--- src/fanout_list_table_assert.svh ---
// assertion macros shared by the list table rtl
`ifndef FANOUT_LIST_TABLE_ASSERT_SVH
`define FANOUT_LIST_TABLE_ASSERT_SVH

// cond in the same cycle implies expr
`define FLT_ASSERT_IMP(label, cond, expr, msg) \
  label: assert property (@(posedge clk) disable iff (rst) (cond) |-> (expr)) else $error(msg);

// cond implies expr in the next cycle
`define FLT_ASSERT_NXT(label, cond, expr, msg) \
  label: assert property (@(posedge clk) disable iff (rst) (cond) |=> (expr)) else $error(msg);

`endif

--- src/fltab_pkg.sv ---
// ----------------------------------------------------------------------------
// fltab_pkg
// types and constants for the fanout list table
// ----------------------------------------------------------------------------
`default_nettype none

package fltab_pkg;

  localparam int DEPTH_DEFAULT      = 16;
  localparam int ID_BITS_DEFAULT    = 16;
  localparam int INDEX_BITS_DEFAULT = 8;

  // field widths on the stream ports
  localparam int OP_W    = 3;
  localparam int IDF_W   = 16;
  localparam int IDXF_W  = 8;
  localparam int COUNT_W = 5;

  localparam int IN_DATA_W  = 32;
  localparam int OUT_DATA_W = 8;

  localparam int OP_LSB  = 0;
  localparam int ID_LSB  = OP_LSB + OP_W;
  localparam int IDX_LSB = ID_LSB + IDF_W;
  localparam int IN_USED = IDX_LSB + IDXF_W;

  localparam int OUT_USED = 1 + COUNT_W;

  typedef enum logic [OP_W-1:0] {
    OP_APPEND      = 3'd0,
    OP_APPEND_NEW  = 3'd1,
    OP_POP         = 3'd2,
    OP_REMOVE_ID   = 3'd3,
    OP_REMOVE_PAIR = 3'd4,
    OP_CLEAR       = 3'd5
  } op_t;

  typedef enum logic [1:0] {
    ST_IDLE,
    ST_SCAN,
    ST_FINISH,
    ST_RESULT
  } state_t;

endpackage

`default_nettype wire

--- src/fanout_list_table.sv ---
// sequence: append and clear go from acceptance through the finish state to the result transaction;
// append-if-new, pop and both removes first pass through the scan state, as the
// single memory read port and comparator walk the list one entry per cycle
// throughput: one transaction in flight; the next is taken the cycle after the result leaves
// reset: rst (synchronous) empties the list; entry memory is not cleared
// ----------------------------------------------------------------------------
// fanout_list_table
// ordered list of element id / input index pairs with append, conditional
// append, pop, removal with compaction and clear
// ----------------------------------------------------------------------------
`default_nettype none

`include "fanout_list_table_assert.svh"

module fanout_list_table
  import fltab_pkg::*;
#(
  parameter int DEPTH      = DEPTH_DEFAULT,
  parameter int ID_BITS    = ID_BITS_DEFAULT,
  parameter int INDEX_BITS = INDEX_BITS_DEFAULT
) (
  input  wire logic                  clk,
  input  wire logic                  rst,
  input  wire logic                  s_tvalid,
  output logic                       s_tready,
  // op [2:0], element_id [18:3], input_index [26:19], zero [31:27]
  input  wire logic [IN_DATA_W-1:0]  s_tdata,
  output logic                       m_tvalid,
  input  wire logic                  m_tready,
  // ok [0], entry_count [5:1], zero [7:6]
  output logic [OUT_DATA_W-1:0]      m_tdata
);

  localparam int AW = (DEPTH > 1) ? $clog2(DEPTH) : 1;
  localparam int CW = $clog2(DEPTH + 1);
  localparam int EW = ID_BITS + INDEX_BITS;
  localparam logic [CW-1:0] FULL_COUNT = CW'(DEPTH);

  state_t state, state_next;

  op_t                  op_r;
  logic [ID_BITS-1:0]   id_r;
  logic [INDEX_BITS-1:0] idx_r;

  logic [CW-1:0] held_count;
  logic [CW-1:0] rd_addr;
  logic [CW-1:0] wr_ptr;
  logic          pend;
  logic          found;
  logic          ok_r;

  logic [EW-1:0] mem [DEPTH];
  logic [EW-1:0] rdata;

  logic          issue;
  logic          hit;
  logic          fin_ok;
  logic          mem_we;
  logic [AW-1:0] mem_waddr;
  logic [EW-1:0] mem_wdata;
  logic          s_hs;

  assign s_hs = s_tvalid && s_tready;

  // next state
  always_comb begin
    state_next = state;
    case (state)
      ST_IDLE: begin
        if (s_hs) begin
          if (op_t'(s_tdata[OP_LSB +: OP_W]) inside
              {OP_APPEND_NEW, OP_POP, OP_REMOVE_ID, OP_REMOVE_PAIR}) begin
            state_next = ST_SCAN;
          end else begin
            state_next = ST_FINISH;
          end
        end
      end
      ST_SCAN: begin
        if (!issue && !pend) begin
          state_next = ST_FINISH;
        end
      end
      ST_FINISH: state_next = ST_RESULT;
      ST_RESULT: begin
        if (m_tready) begin
          state_next = ST_IDLE;
        end
      end
      default: state_next = ST_IDLE;
    endcase
  end

  // outputs and shared compare unit
  always_comb begin
    s_tready  = (state == ST_IDLE);
    m_tvalid  = (state == ST_RESULT);
    issue     = (state == ST_SCAN) && (rd_addr < held_count);
    hit       = 1'b0;
    fin_ok    = 1'b0;
    mem_we    = 1'b0;
    mem_waddr = wr_ptr[AW-1:0];
    mem_wdata = rdata;

    case (op_r)
      OP_POP:         hit = (rd_addr == CW'(1));
      OP_REMOVE_PAIR: hit = (rdata[ID_BITS-1:0] == id_r) &&
                            (rdata[EW-1:ID_BITS] == idx_r);
      default:        hit = (rdata[ID_BITS-1:0] == id_r);
    endcase

    case (op_r)
      OP_APPEND:      fin_ok = (held_count < FULL_COUNT);
      OP_APPEND_NEW:  fin_ok = !found && (held_count < FULL_COUNT);
      OP_POP,
      OP_REMOVE_ID,
      OP_REMOVE_PAIR: fin_ok = (wr_ptr != held_count);
      OP_CLEAR:       fin_ok = (held_count != '0);
      default:        fin_ok = 1'b0;
    endcase

    if (state == ST_SCAN) begin
      // compaction: keep entries that miss, packed down at the write pointer
      mem_we = pend && !hit && (op_r != OP_APPEND_NEW);
    end else if (state == ST_FINISH) begin
      mem_we    = fin_ok && (op_r == OP_APPEND || op_r == OP_APPEND_NEW);
      mem_waddr = held_count[AW-1:0];
      mem_wdata = {idx_r, id_r};
    end

    m_tdata = {{(OUT_DATA_W - OUT_USED){1'b0}}, COUNT_W'(held_count), ok_r};
  end

  always_ff @(posedge clk) begin
    if (mem_we) begin
      mem[mem_waddr] <= mem_wdata;
    end
    rdata <= mem[rd_addr[AW-1:0]];
  end

  always_ff @(posedge clk) begin
    if (rst) begin
      state      <= ST_IDLE;
      held_count <= '0;
      pend       <= 1'b0;
    end else begin
      state <= state_next;
      pend  <= issue;
      if (state == ST_FINISH) begin
        case (op_r)
          OP_APPEND,
          OP_APPEND_NEW: begin
            if (fin_ok) begin
              held_count <= held_count + CW'(1);
            end
          end
          OP_POP,
          OP_REMOVE_ID,
          OP_REMOVE_PAIR: held_count <= wr_ptr;
          OP_CLEAR:       held_count <= '0;
          default:        held_count <= held_count;
        endcase
      end
    end
  end

  always_ff @(posedge clk) begin
    case (state)
      ST_IDLE: begin
        op_r    <= op_t'(s_tdata[OP_LSB +: OP_W]);
        id_r    <= ID_BITS'(s_tdata[ID_LSB +: IDF_W]);
        idx_r   <= INDEX_BITS'(s_tdata[IDX_LSB +: IDXF_W]);
        rd_addr <= '0;
        wr_ptr  <= '0;
        found   <= 1'b0;
      end
      ST_SCAN: begin
        if (issue) begin
          rd_addr <= rd_addr + CW'(1);
        end
        if (pend && hit) begin
          found <= 1'b1;
        end
        if (mem_we) begin
          wr_ptr <= wr_ptr + CW'(1);
        end
      end
      ST_FINISH: ok_r <= fin_ok;
      default: begin
      end
    endcase
  end

  `FLT_ASSERT_IMP(a_count_bound, 1'b1, held_count <= FULL_COUNT, "list count above depth")
  `FLT_ASSERT_IMP(a_one_in_flight, m_tvalid, !s_tready, "input taken while result pending")
  `FLT_ASSERT_IMP(a_compact_order, (state == ST_SCAN) && mem_we, wr_ptr < rd_addr,
                  "compaction write overtook read")
  `FLT_ASSERT_NXT(a_result_follows, state == ST_FINISH, m_tvalid, "result not raised after finish")

endmodule

`default_nettype wire
--- config.mk ---
export PLATFORM = sky130hd
export DESIGN_NAME = fanout_list_table
export DESIGN_NICKNAME = d
export VERILOG_FILES = /design/src/fltab_pkg.sv /design/src/fanout_list_table.sv
export VERILOG_INCLUDE_DIRS = /design/src /design/src/src
export SDC_FILE = /design/constraint.sdc
export NUM_CORES = 1
export LEC_CHECK = 0
export ABC_AREA = 1
export BUFFER_PORTS_ARGS = -buffer_cell sky130_fd_sc_hd__buf_2
export CAP_MARGIN = 10
export CORE_MARGIN = 10
export CORE_UTILIZATION = 60
export CTS_CLUSTER_SIZE = 16
export DETAILED_ROUTE_END_ITERATION = 16
export GPL_TIMING_DRIVEN = 0
export PLACE_DENSITY = 0.84
export SLEW_MARGIN = 0
export SYNTH_ARGS = -nofsm -noshare
export SYNTH_HDL_FRONTEND = slang
export SYNTH_SLANG_ARGS = --single-unit
--- constraint.sdc ---
create_clock -name clk -period 8.4 [get_ports clk]
set_input_delay 0.84 -clock clk [delete_from_list [all_inputs] [get_ports clk]]
set_output_delay 0.84 -clock clk [all_outputs]
set_load 0.005 [all_outputs]
# After elaboration in Yosys (flattened, before gate mapping)
# Memories as Yosys holds them, arrays and structs flattened. A register that Yosys moved wholly into a read port is not among the register bits.
# Index checks and enable logic that the tools add are counted.
classes:
  muxes: 23
  reduce_logical: 27
  n_addsub: 3
  order_cmp: 2
  eq_ne: 24
op_table:
  columns: ["cell", "n"]
  rows:
  - ["$mux W24", 2]
  - ["$pmux W5 S2", 2]
  - ["$eq A16 B16 Y1", 1]
  - ["$add A5 B1 Y5 const B", 3]
  - ["$mux W5", 3]
  - ["$pmux W5 S3", 1]
  - ["$eq A3 B2 Y1 const B", 4]
  - ["$eq A3 B3 Y1 const B", 3]
  - ["$logic_and A1 B1 Y1", 9]
  - ["$eq A8 B8 Y1", 1]
  - ["$mux W2", 4]
  - ["$mux W4", 2]
  - ["$ne A2 B2 Y1 const B", 4]
  - ["$pmux W2 S4", 1]
  - ["$eq A3 B1 Y1 const B", 2]
  - ["$ne A2 B1 Y1 const B", 3]
  - ["$reduce_and A2 Y1", 3]
  - ["$reduce_and A3 Y1", 2]
  - ["$eq A5 B1 Y1 const B", 1]
  - ["$lt A5 B5 Y1", 1]
  - ["$lt A5 B5 Y1 const B", 1]
  - ["$mux W1", 5]
  - ["$ne A5 B5 Y1", 1]
  - ["$reduce_bool A5 Y1", 1]
  - ["14 further kinds", 19]
word_totals:
  regBits: 47
  wordCells: 90
  ram_bits: 384
  output_inout_bits: 10
  n_memories: 1
  in_bits: 36
mem_list:
  columns: ["name", "depth", "width", "rd", "rd_ports_with_merged_regs", "wr", "line", "text"]
  rows:
  - ["mem", 16, 24, 1, 1, 1, "fanout_list_table.sv:52", "logic [EW-1:0] mem [DEPTH];"]

# Logic depth before layout (Yosys ltp)
# Gate-level depths: netlist of the first run.
logic_depth:
  depth_word: 9
  depth_mapped: 11
  ltp_nobuf: 11

# Least setup slack after synthesis of the first run
# Ideal clock, no wire load.
synth_path:
  path_type: "reg2reg"
  from: "reg state[1]"
  to: "mem mem[9][0] (netlist bit) (enable)"
  setup_time_ns: 0.413
  path_slack_ns: 5.342
  period_less_slack_ns: 3.058
  required_ns: 7.987
  n_path_buf: 1
  arrival_time_ns: 2.644
  stages_incl_launch_ff: 11
  cell_sequence: "dfxtp_1 inv_1 ha_1 inv_2 nand2_4 buf_6 nand2_2 o21ai_2 nor2_1 nand2_1 a21oi_1"
synth_via:
  elab_chain_cells: 5
  elab_cells_between_ends: 8
  cone_classes: "eq/ne: 2; mux: 6"
synth_rtl:
  columns: ["element", "line", "text"]
  rows:
  - ["start: declaration", "fanout_list_table.sv:39", "state_t state, state_next;"]
  - ["start signal: assignment", "fanout_list_table.sv:147", "state <= state_next;"]
  - ["$eq A2 B2 Y1", "fanout_list_table.sv:125", "end else if (state == ST_FINISH) begin"]
  - ["$mux W1", "fanout_list_table.sv:125", null]
  - ["$mux W1", "fanout_list_table.sv:122", "if (state == ST_SCAN) begin"]
  - ["$mux W1", "fanout_list_table.sv:135", "if (mem_we) begin"]
  - ["$mux W1 (implied by the code)", "fanout_list_table.sv:136", "mem[mem_waddr] <= mem_wdata;"]
  - ["end: declaration", "fanout_list_table.sv:52", null]
# Parallel ways exist; a longest one is shown, timed or not.

# Worst setup path in the final report of the first run
layout_path:
  from: "reg rd_addr[1]"
  to: "mem mem[4][9] (netlist bit) (enable)"
layout_via:
  elab_chain_cells: 8
layout_rtl:
  columns: ["element", "line", "text"]
  rows:
  - ["start: declaration", "fanout_list_table.sv:46", "logic [CW-1:0] rd_addr;"]
  - ["start signal: assignment", "fanout_list_table.sv:179", "rd_addr <= rd_addr + CW'(1);"]
  - ["$eq A5 B1 Y1", "fanout_list_table.sv:106", "OP_POP: hit = (rd_addr == CW'(1));"]
  - ["$pmux W1 S2", "fanout_list_table.sv:105", "case (op_r)"]
  - ["$logic_not A1 Y1", "fanout_list_table.sv:124", "mem_we = pend && !hit && (op_r != OP_APPEND_NEW);"]
  - ["$logic_and A1 B1 Y1 (2 in series)", "fanout_list_table.sv:124", null]
  - ["$mux W1", "fanout_list_table.sv:122", null]
  - ["$mux W1", "fanout_list_table.sv:135", null]
  - ["$mux W1 (implied by the code)", "fanout_list_table.sv:136", null]
# Every way passes these cells.

==> flow_summary_export.csv, run 1 <==
group,metric,value,unit
floorplanning,core,0.0299,mm^2
worst_setup_path,reg2regPathDepth,9,
route,firstDrtPassIters,7,
place,placed_area,0.0196,mm^2
run_status,status,"finished clean",
pwr,total_power,7.90,mW
cts,cts-hold-fix-buffers,0,
worst_hold_path,holdCritPathClass,"in -> reg",
worst_setup_path,r2r_end,"mem[4][9]",
yosys,synth_cells,1474,
sta,finalMaxSlewViolations,0,
grt,gr-total-overflow,0,
cts,clk_latency,0.55,ns
floorplanning,fp-row-count,63,
grt,grt_pass1_wl,74.5,mm
sta,setup_tns,0,ns
worst_setup_path,cp-end-kind,"register",
sta,final_hold_viol_count,0,
final_layout,multiInputGateArea,0.00453,mm^2
sta,rsz0062_at_grt,"false",
worst_setup_path,cp.required,8.65,ns
pwr,p_leak,7.19,nW
grt,grt_pass1_vias,13000,
pwr,power.density,377,mW/mm^2
final_layout,final_nets,1632,
worst_setup_path,crit_type,"reg -> reg",
worst_setup_path,path_max_fanout,14,
route,drt_iter0_drc,1973,
sta,setup_violations,0,
cts,cts.sinks,455,
pwr,vdd_drop_max,0.211,mV
worst_setup_path,cp_num_buf_inv,5,
yosys,syn_area,0.0183,mm^2
worst_setup_path,slowest_stage,"edfxtp_1",
cts,cts_buffers,44,
final_layout,fillers,1862,
cts,clk_pin_slew,0.06,ns
sta,slew_headroom,29.2,%
cts,clockBufferDepth,3,
worst_setup_path,critPathLaunch,"rd_addr[1]",
sta,fmax,259,MHz
worst_hold_path,hold_end,"idx_r[2]",
place,finalWeightedCongestion,0.927,
sta,hold_ws,0.465,ns
cts,htreeDepth,2,
place,port_buffers,38,
yosys,ys_types,35,
sta,tightest_slew,1.05,ns
floorplanning,die_y,195,um
route,route.detailed.drc,0,
floorplanning,die_w,195,um
cts,cts_resized,0,
yosys,synth.avg_cell_area,12.4,um^2
yosys,ys_ff_latch,455,
worst_setup_path,critical_path.startpoint_type,"register",
floorplanning,initial_core_util,61.3,%
final_layout,design_area,0.0209,mm^2
grt,grt_use_total,25.3,%
worst_setup_path,reg2reg_from,"rd_addr[1]",
yosys,yosysWarnings,0,
route,vias,12900,
sta,fin_crit_sh,45.9,%
worst_hold_path,hp-start,"s_tdata[21]",
cts,cts_tree,"yes",
floorplanning,design.portCount,46,
worst_setup_path,cp_top_family,"buffers and inverters",
floorplanning,die-area,0.0379,mm^2
final_layout,register_area,0.0133,mm^2
grt,grt_antenna_before_repair,0,
yosys,yosysSeqAreaShare,72.9,%
final_layout,n_antenna_cell,0,
run,drv_cap,0,
route,vias_per_cell,6.44,
worst_setup_path,slowest_delay,0.68,ns
cts,cts_root_buf,"clkbuf_16",
worst_setup_path,cp_cell_sequence,"inv_1 > buf_2 > clkbuf_1 > ha_1 > nand4_1 > nand3_2 > buf_6 > a21oi_4 > buf_16",
worst_setup_path,reg2reg_setup_slack,4.54,ns
sta,skew,0.0214,ns
route,wl,49.5,mm
route,detail-route-antenna-nets,0,
final_layout,post-route-util,70.1,%
final_layout,drive_gt1_share,12.7,%
sta,fin_crit,3.86,ns
final_layout,area_delta_synth_final,14.3,%
grt,grt_max_degree,25,
worst_setup_path,crit_arrival,4.10,ns
place,hpwl,32.6,mm
route,wl_per_cell,24.6,um
cts,cts_setup_buffers,0,
worst_hold_path,whs_path_depth,1,
worst max path at each step:
stage	endpoint	slack (ns)	cells past startpoint
3_5_place_dp	mem[4][9]	4.71	9
5_1_grt	mem[4][9]	4.49	9
6_report	mem[4][9]	4.54	9
4_1_cts	mem[4][9]	4.70	9
2_1_floorplan	mem[9][0]	5.34	10
3_3_place_gp	mem[9][10]	3.60	7
cell usage after synthesis:
library cell	n	area share (%)
a21boi_0	1	0.041
a21oi_1	20	0.55
a21oi_2	11	0.53
a221oi_1	1	0.048
a22oi_1	5	0.20
buf_1	1	0.020
buf_2	29	0.79
buf_4	5	0.20
buf_6	2	0.12
clkbuf_1	43	0.88
clkbuf_2	1	0.027
conb_1	1	0.020
dfxtp_1	32	3.5
edfxtp_1	423	69
ha_1	13	0.89
inv_1	50	1.0
inv_2	8	0.16
mux2_2	10	0.61
nand2_1	198	4.1
nand2_2	2	0.068
nand2_4	1	0.061
nand3_1	18	0.49
nand3_2	3	0.16
nand4_1	27	0.92
nor2_1	223	4.6
nor2_2	3	0.10
nor2_4	1	0.061
nor3_2	1	0.055
o2111ai_1	1	0.048
o21ai_0	209	5.7
o21ai_1	12	0.33
o21ai_2	3	0.14
o22ai_1	96	3.3
xnor2_1	17	0.81
xor2_1	3	0.14
routing by layer:
layer  global-route usage (%)  part of all wire [%]
met5                        0                     0
met4                     12.4                   4.7
met3                     5.83                    14
met2                     41.5                    47
met1                     31.0                    34
sequential cells by signal (all words and copies together) (netlist names), 2 cells and up:
signal,count
held_count,5
id_r,16
idx_r,8
mem,384
op_r,3
rd_addr,5
rdata,24
state,2
wr_ptr,5
cells in the final DEF, fill, tap and decap left out, types with 6 or more instances in the layout:
cell type,n
clkbuf_1,65
nand3_1,18
dfxtp_1,32
o22ai_1,96
clkbuf_16,45
o21ai_1,18
clkinv_2,6
buf_4,9
o21ai_0,203
inv_1,50
a21oi_4,16
ha_1,12
inv_2,8
nand4_1,27
nand2_1,198
edfxtp_1,423
nor2_1,223
buf_16,14
buf_2,72
xnor2_1,17
a21oi_1,14
mux2_2,10
cell families after synthesis:
group           after synthesis  synth area share [%]
xor+xnor                     20                 0.956
simple gates                477                  10.6
other cells                   1                0.0205
fa+ha+maj                    13                 0.888
compound gates              359                  10.9
mux                          10                 0.615
buf+inv                     139                  3.24
flops                       455                  72.9
power breakdown:
group / internal (mW) / leakage (nW) / switching [mW] / total (mW)
clock network: 1.04 / 0.646 / 0.812 / 1.86
registers: 3.10 / 4.13 / 0.175 / 3.28
logic: 0.736 / 2.41 / 2.03 / 2.76
through the flow:
| stage | std cells | worst slack (ns) |
|---|---|---|
| after global placement | 1903 | 3.60 |
| after detailed placement | 1927 | 4.71 |
| after global routing | 2009 | 4.49 |
| after floorplan | 1475 | 5.34 |
| final | 2009 | 4.54 |
| after CTS | 2009 | 4.70 |
cell type report:
cell class | count | share of cell area, %
sequential | 455 | 63.7
multi-input combinational | 881 | 21.6
clock buffer | 69 | 5.90
timing repair buffer | 62 | 3.11
tap | 390 | 2.33
buffer | 81 | 1.79
inverter | 58 | 1.04
clock inverter | 13 | 0.460
(Power assumes the default switching activity.)
==> run 2: changes to the inputs <==
==> constraint.sdc (replaced) <==
create_clock -name clk -period 3.9 [get_ports clk]
set_input_delay 0.39 -clock clk [delete_from_list [all_inputs] [get_ports clk]]
set_output_delay 0.39 -clock clk [all_outputs]
set_load 0.005 [all_outputs]
==> flow_summary_export.csv, run 2 (synthesis gave the netlist of run 1 again) <==
group,metric,value,unit
final_layout,layout_common_cells,"423 x edfxtp_1, 223 x nor2_1, 203 x o21ai_0",
floorplanning,design.portCount,46,
cts,clk_pin_slew,0.06,ns
floorplanning,core,0.0299,mm^2
worst_setup_path,cp-end-kind,"register",
grt,grt_use_total,25.3,%
cts,cts_root_buf,"clkbuf_16",
cts,cts_resized,0,
final_layout,reg.largest.list,"mem: 384 flops, rdata: 24 flops, id_r: 16 flops",
floorplanning,fp-row-count,63,
route,firstDrtPassIters,6,
pwr,power.density,812,mW/mm^2
place,port_buffers,38,
sta,rsz0062_at_grt,"false",
sta,setup_violations,0,
cts,cts.sinks,455,
sta,fin_crit_sh,98.7,%
run_status,status,"finished clean",
route,route.detailed.drc,0,
worst_hold_path,holdCritPathClass,"in -> reg",
worst_setup_path,path_max_fanout,15,
sta,skew,0.0237,ns
cts,clk_latency,0.55,ns
sta,fin_crit,3.85,ns
final_layout,design_area,0.0210,mm^2
worst_setup_path,crit_type,"reg -> reg",
final_layout,area_delta_synth_final,14.4,%
sta,finalMaxSlewViolations,0,
route,wl,49.6,mm
worst_setup_path,critical_path.startpoint_type,"register",
route,drt_iter0_drc,2146,
grt,grt_pass1_vias,13000,
final_layout,drive_gt1_share,12.8,%
worst_setup_path,cp.required,4.14,ns
route,vias,12900,
cts,htreeDepth,2,
final_layout,n_antenna_cell,0,
final_layout,final_nets,1633,
floorplanning,die_w,195,um
grt,gr-total-overflow,0,
final_layout,final_common_cell,"edfxtp_1",
pwr,p_leak,7.19,nW
place,finalWeightedCongestion,0.927,
cts,clockBufferDepth,3,
place,hpwl,32.6,mm
pwr,vdd_drop_max,0.456,mV
grt,grt_max_degree,25,
sta,final_hold_viol_count,0,
run,drv_cap,0,
route,detail-route-antenna-nets,0,
grt,grt_antenna_before_repair,0,
cts,cts_buffers,44,
sta,slew_headroom,31.0,%
sta,setup_slack,0.0515,ns
worst_setup_path,reg2reg_setup_slack,0.05,ns
route,wl_per_cell,24.7,um
route,vias_per_cell,6.43,
final_layout,largest_reg_flops,384,
floorplanning,die-area,0.0379,mm^2
floorplanning,initial_core_util,61.3,%
sta,fmax,260,MHz
grt,grt_pass1_wl,74.6,mm
final_layout,regMostFlops,"mem",
place,place_ws,0.207,ns
place,placed_area,0.0196,mm^2
floorplanning,die_y,195,um
worst_setup_path,crit_arrival,4.09,ns
sta,tightest_slew,1.03,ns
cts,cts_tree,"yes",
[run 2: cell types whose count changed in the layout (fill, tap and decap cells not counted), sizes merged]
cell,previous run,this run
buf,99,100
[run 2: power breakdown]
group          internal, mW  total, mW  switching, mW
Sequential             6.68       7.06          0.380
Combinational          1.59       5.96           4.37
Clock                  2.25       3.99           1.74
Total                  10.5       17.0           6.49
[run 2: stage by stage]
stage	TNS [ns]	instances	power (mW)	utilization, %	hold WS (ns)
after global routing	0	2010	17.6	70.1	0.00781
final	0	2010	17.0	70.1	0.0161
after detailed placement	0	1927	12.8	65.6	0.539
after floorplan	0	1475	10.5	-	0.462
after CTS	0	2009	16.8	70.1	0.00810
after global placement	-156.31	1903	12.3	63.6	0.515
[run 2: worst max-delay path, cell delays in order (launching register included)]
cell,delay [ns]
edfxtp_1,0.70
inv_1,0.24
buf_2,0.27
clkbuf_1,0.37
ha_1,0.32
nand4_1,0.12
nand3_2,0.36
buf_6,0.33
a21oi_4,0.56
buf_16,0.24
[run 2: cell type report]
class | instances | area, um^2
sequential | 455 | 13300
multi-input combinational | 881 | 4530
clock inverter | 13 | 96.3
fill | 1860 | 8920
timing repair buffer | 63 | 671
tap | 390 | 488
buffer | 81 | 375
clock buffer | 69 | 1240
inverter | 58 | 218
[run 2: per-layer routing]
metal  wire (um)  track usage (%)
met5           0                0
met1       16800             31.0
met2       23500             41.3
met3        6810             6.04
met4        2490             12.7
[run 2: worst paths after layout]
kind,startpoint,to,depth (start not counted)
worst max-delay path,rd_addr[1],mem[5][10],9
worst min-delay path,s_tdata[21],idx_r[2],1
worst max register to register,rd_addr[1],mem[5][10],9
worst min register to register,state[1],state[1],2
[run 2: repair_timing]
| action | 4_1_cts | 5_1_grt |
|---|---|---|
| hold buffers | 0 | 0 |
| setup buffers | 0 | 1 |
| setup endpoints to repair | 0 | 12 |
==> run 3: changes to the inputs <==
--- a/config.mk
+++ b/config.mk
@@ -15,6 +15,7 @@
 export DETAILED_ROUTE_END_ITERATION = 16
 export GPL_TIMING_DRIVEN = 0
 export PLACE_DENSITY = 0.84
+export SETUP_SLACK_MARGIN = 0.2
 export SLEW_MARGIN = 0
 export SYNTH_ARGS = -nofsm -noshare
 export SYNTH_HDL_FRONTEND = slang
==> flow_summary_export.csv, run 3 (synthesis gave the netlist of run 1 again) <==
group,metric,value,unit
final_layout,final_common_cell,"edfxtp_1",
cts,cts_root_buf,"clkbuf_16",
floorplanning,die_w,195,um
pwr,p_comb_share,35.4,%
pwr,power.density,811,mW/mm^2
worst_hold_path,holdCritPathClass,"in -> reg",
run,drv_cap,0,
final_layout,largest_reg_flops,384,
pwr,p_int,10.5,mW
pwr,switchingPower,6.55,mW
cts,cts_resized,0,
place,port_buffers,38,
sta,setup_violations,0,
cts,cts_setup_buffers,0,
final_layout,final_nets,1643,
sta,final_hold_viol_count,0,
floorplanning,die-area,0.0379,mm^2
floorplanning,initial_core_util,61.3,%
cts,clockBufferDepth,3,
route,wl_per_cell,24.9,um
route,drt_iter0_drc,2086,
sta,tightest_slew,1.09,ns
grt,grt_pass1_wl,74.6,mm
cts,clk_latency,0.55,ns
pwr,power.share.clock,23.4,%
final_layout,post-route-util,70.6,%
sta,hold_ws,0.0178,ns
sta,fin_crit,3.51,ns
cts,clk_pin_slew,0.06,ns
worst_setup_path,crit_arrival,3.75,ns
pwr,vdd_drop_max,0.457,mV
grt,grt_pass1_vias,13000,
cts,cts_tree,"yes",
sta,rsz0062_at_grt,"false",
route,detail-route-antenna-nets,0,
final_layout,regMostFlops,"mem",
sta,fin_crit_sh,90.0,%
worst_setup_path,cp-end-kind,"register",
final_layout,multiInputGateArea,0.00453,mm^2
final_layout,reg.largest.list,"mem: 384 flops, rdata: 24 flops, id_r: 16 flops",
run_status,status,"finished clean",
sta,fmax,285,MHz
pwr,p_leak,7.26,nW
route,vias_per_cell,6.43,
sta,slew_headroom,26.6,%
cts,cts.sinks,455,
floorplanning,die_y,195,um
floorplanning,fp-row-count,63,
worst_setup_path,path_max_fanout,15,
place,finalWeightedCongestion,0.927,
cts,cts_buffers,44,
floorplanning,design.portCount,46,
worst_setup_path,reg2reg_setup_slack,0.39,ns
cts,htreeDepth,2,
final_layout,area_delta_synth_final,15.2,%
grt,grt_max_degree,25,
sta,skew,0.0251,ns
pwr,switching_share,38.3,%
route,route.detailed.drc,0,
final_layout,drive_gt1_share,13.3,%
route,firstDrtPassIters,6,
final_layout,n_antenna_cell,0,
route,wl,50.3,mm
grt,grt_use_total,25.3,%
grt,grt_antenna_before_repair,0,
grt,gr-total-overflow,0,
cts,cts-hold-fix-buffers,0,
final_layout,register_area,0.0133,mm^2
pwr,seq_power_share,41.3,%
worst_setup_path,crit_type,"reg -> reg",
worst_setup_path,cp.required,4.14,ns
final_layout,layout_common_cells,"423 x edfxtp_1, 223 x nor2_1, 203 x o21ai_0",
worst_setup_path,critical_path.startpoint_type,"register",
final_layout,fillers,1824,
sta,finalMaxSlewViolations,0,
place,hpwl,32.6,mm
floorplanning,core,0.0299,mm^2
route,vias,13000,
run 3: cell types whose count changed in the layout (fill, tap and decap cells not counted):
cell / delta
buf_12: +5
buf_4: +5
run 3: final cells by class:
| class | instances | share of cell area, % |
|---|---|---|
| flip-flops and latches | 455 | 63.3 |
| multi-input cells | 881 | 21.5 |
| clock buffers | 69 | 5.86 |
| repair buffers | 73 | 3.83 |
| well taps | 390 | 2.31 |
| plain buffers | 81 | 1.78 |
| inverters | 58 | 1.03 |
| clock inverters | 13 | 0.457 |
run 3: power groups by stage:
stage / clock network [mW] / registers, mW / logic [mW]
finish: 4.00 / 7.06 / 6.05
global route: 4.17 / 7.08 / 6.46
CTS: 3.98 / 7.04 / 5.74
detailed placement: 0 / 7.13 / 5.66
global placement: 0 / 7.14 / 5.20
floorplan: 0 / 7.00 / 3.54
run 3: routing by layer:
| metal | share of wire [%] | routed length (um) | vias up | track usage [%] |
|---|---|---|---|---|
| li1 | - | - | 5578 | - |
| met1 | 33 | 16600 | 6055 | 31.0 |
| met2 | 47 | 23800 | 1140 | 41.3 |
| met3 | 15 | 7350 | 218 | 6.04 |
| met4 | 5.1 | 2560 | 0 | 12.7 |
| met5 | 0 | 0 | - | 0 |
run 3: metrics by stage:
step / std cells / power [mW] / TNS, ns / instance area, um^2 / worst slack (ns)
floorplan: 1475 / 10.5 / 0 / 18300 / 0.842
global placement: 1903 / 12.3 / -156.31 / 19000 / -0.898
detailed placement: 1927 / 12.8 / 0 / 19600 / 0.207
CTS: 2009 / 16.8 / 0 / 20900 / 0.202
global route: 2020 / 17.7 / 0 / 21100 / 0.309
finish: 2020 / 17.1 / 0 / 21100 / 0.391
run 3: worst max-delay path, cell delays in order, from the launching register on:
cell      delay, ns
edfxtp_1       0.53
inv_1          0.20
buf_2          0.24
clkbuf_1       0.36
ha_1           0.32
nand4_1        0.13
nand3_2        0.38
buf_6          0.33
a21oi_4        0.44
buf_16         0.24
run 3: worst paths after layout:
kind                    start    endpoint  cells after the start
setup / recovery   rd_addr[1]  mem[10][6]                      9
hold / removal    s_tdata[24]    idx_r[5]                      1
setup reg to reg   rd_addr[1]  mem[10][6]                      9
hold reg to reg      state[1]    state[1]                      2
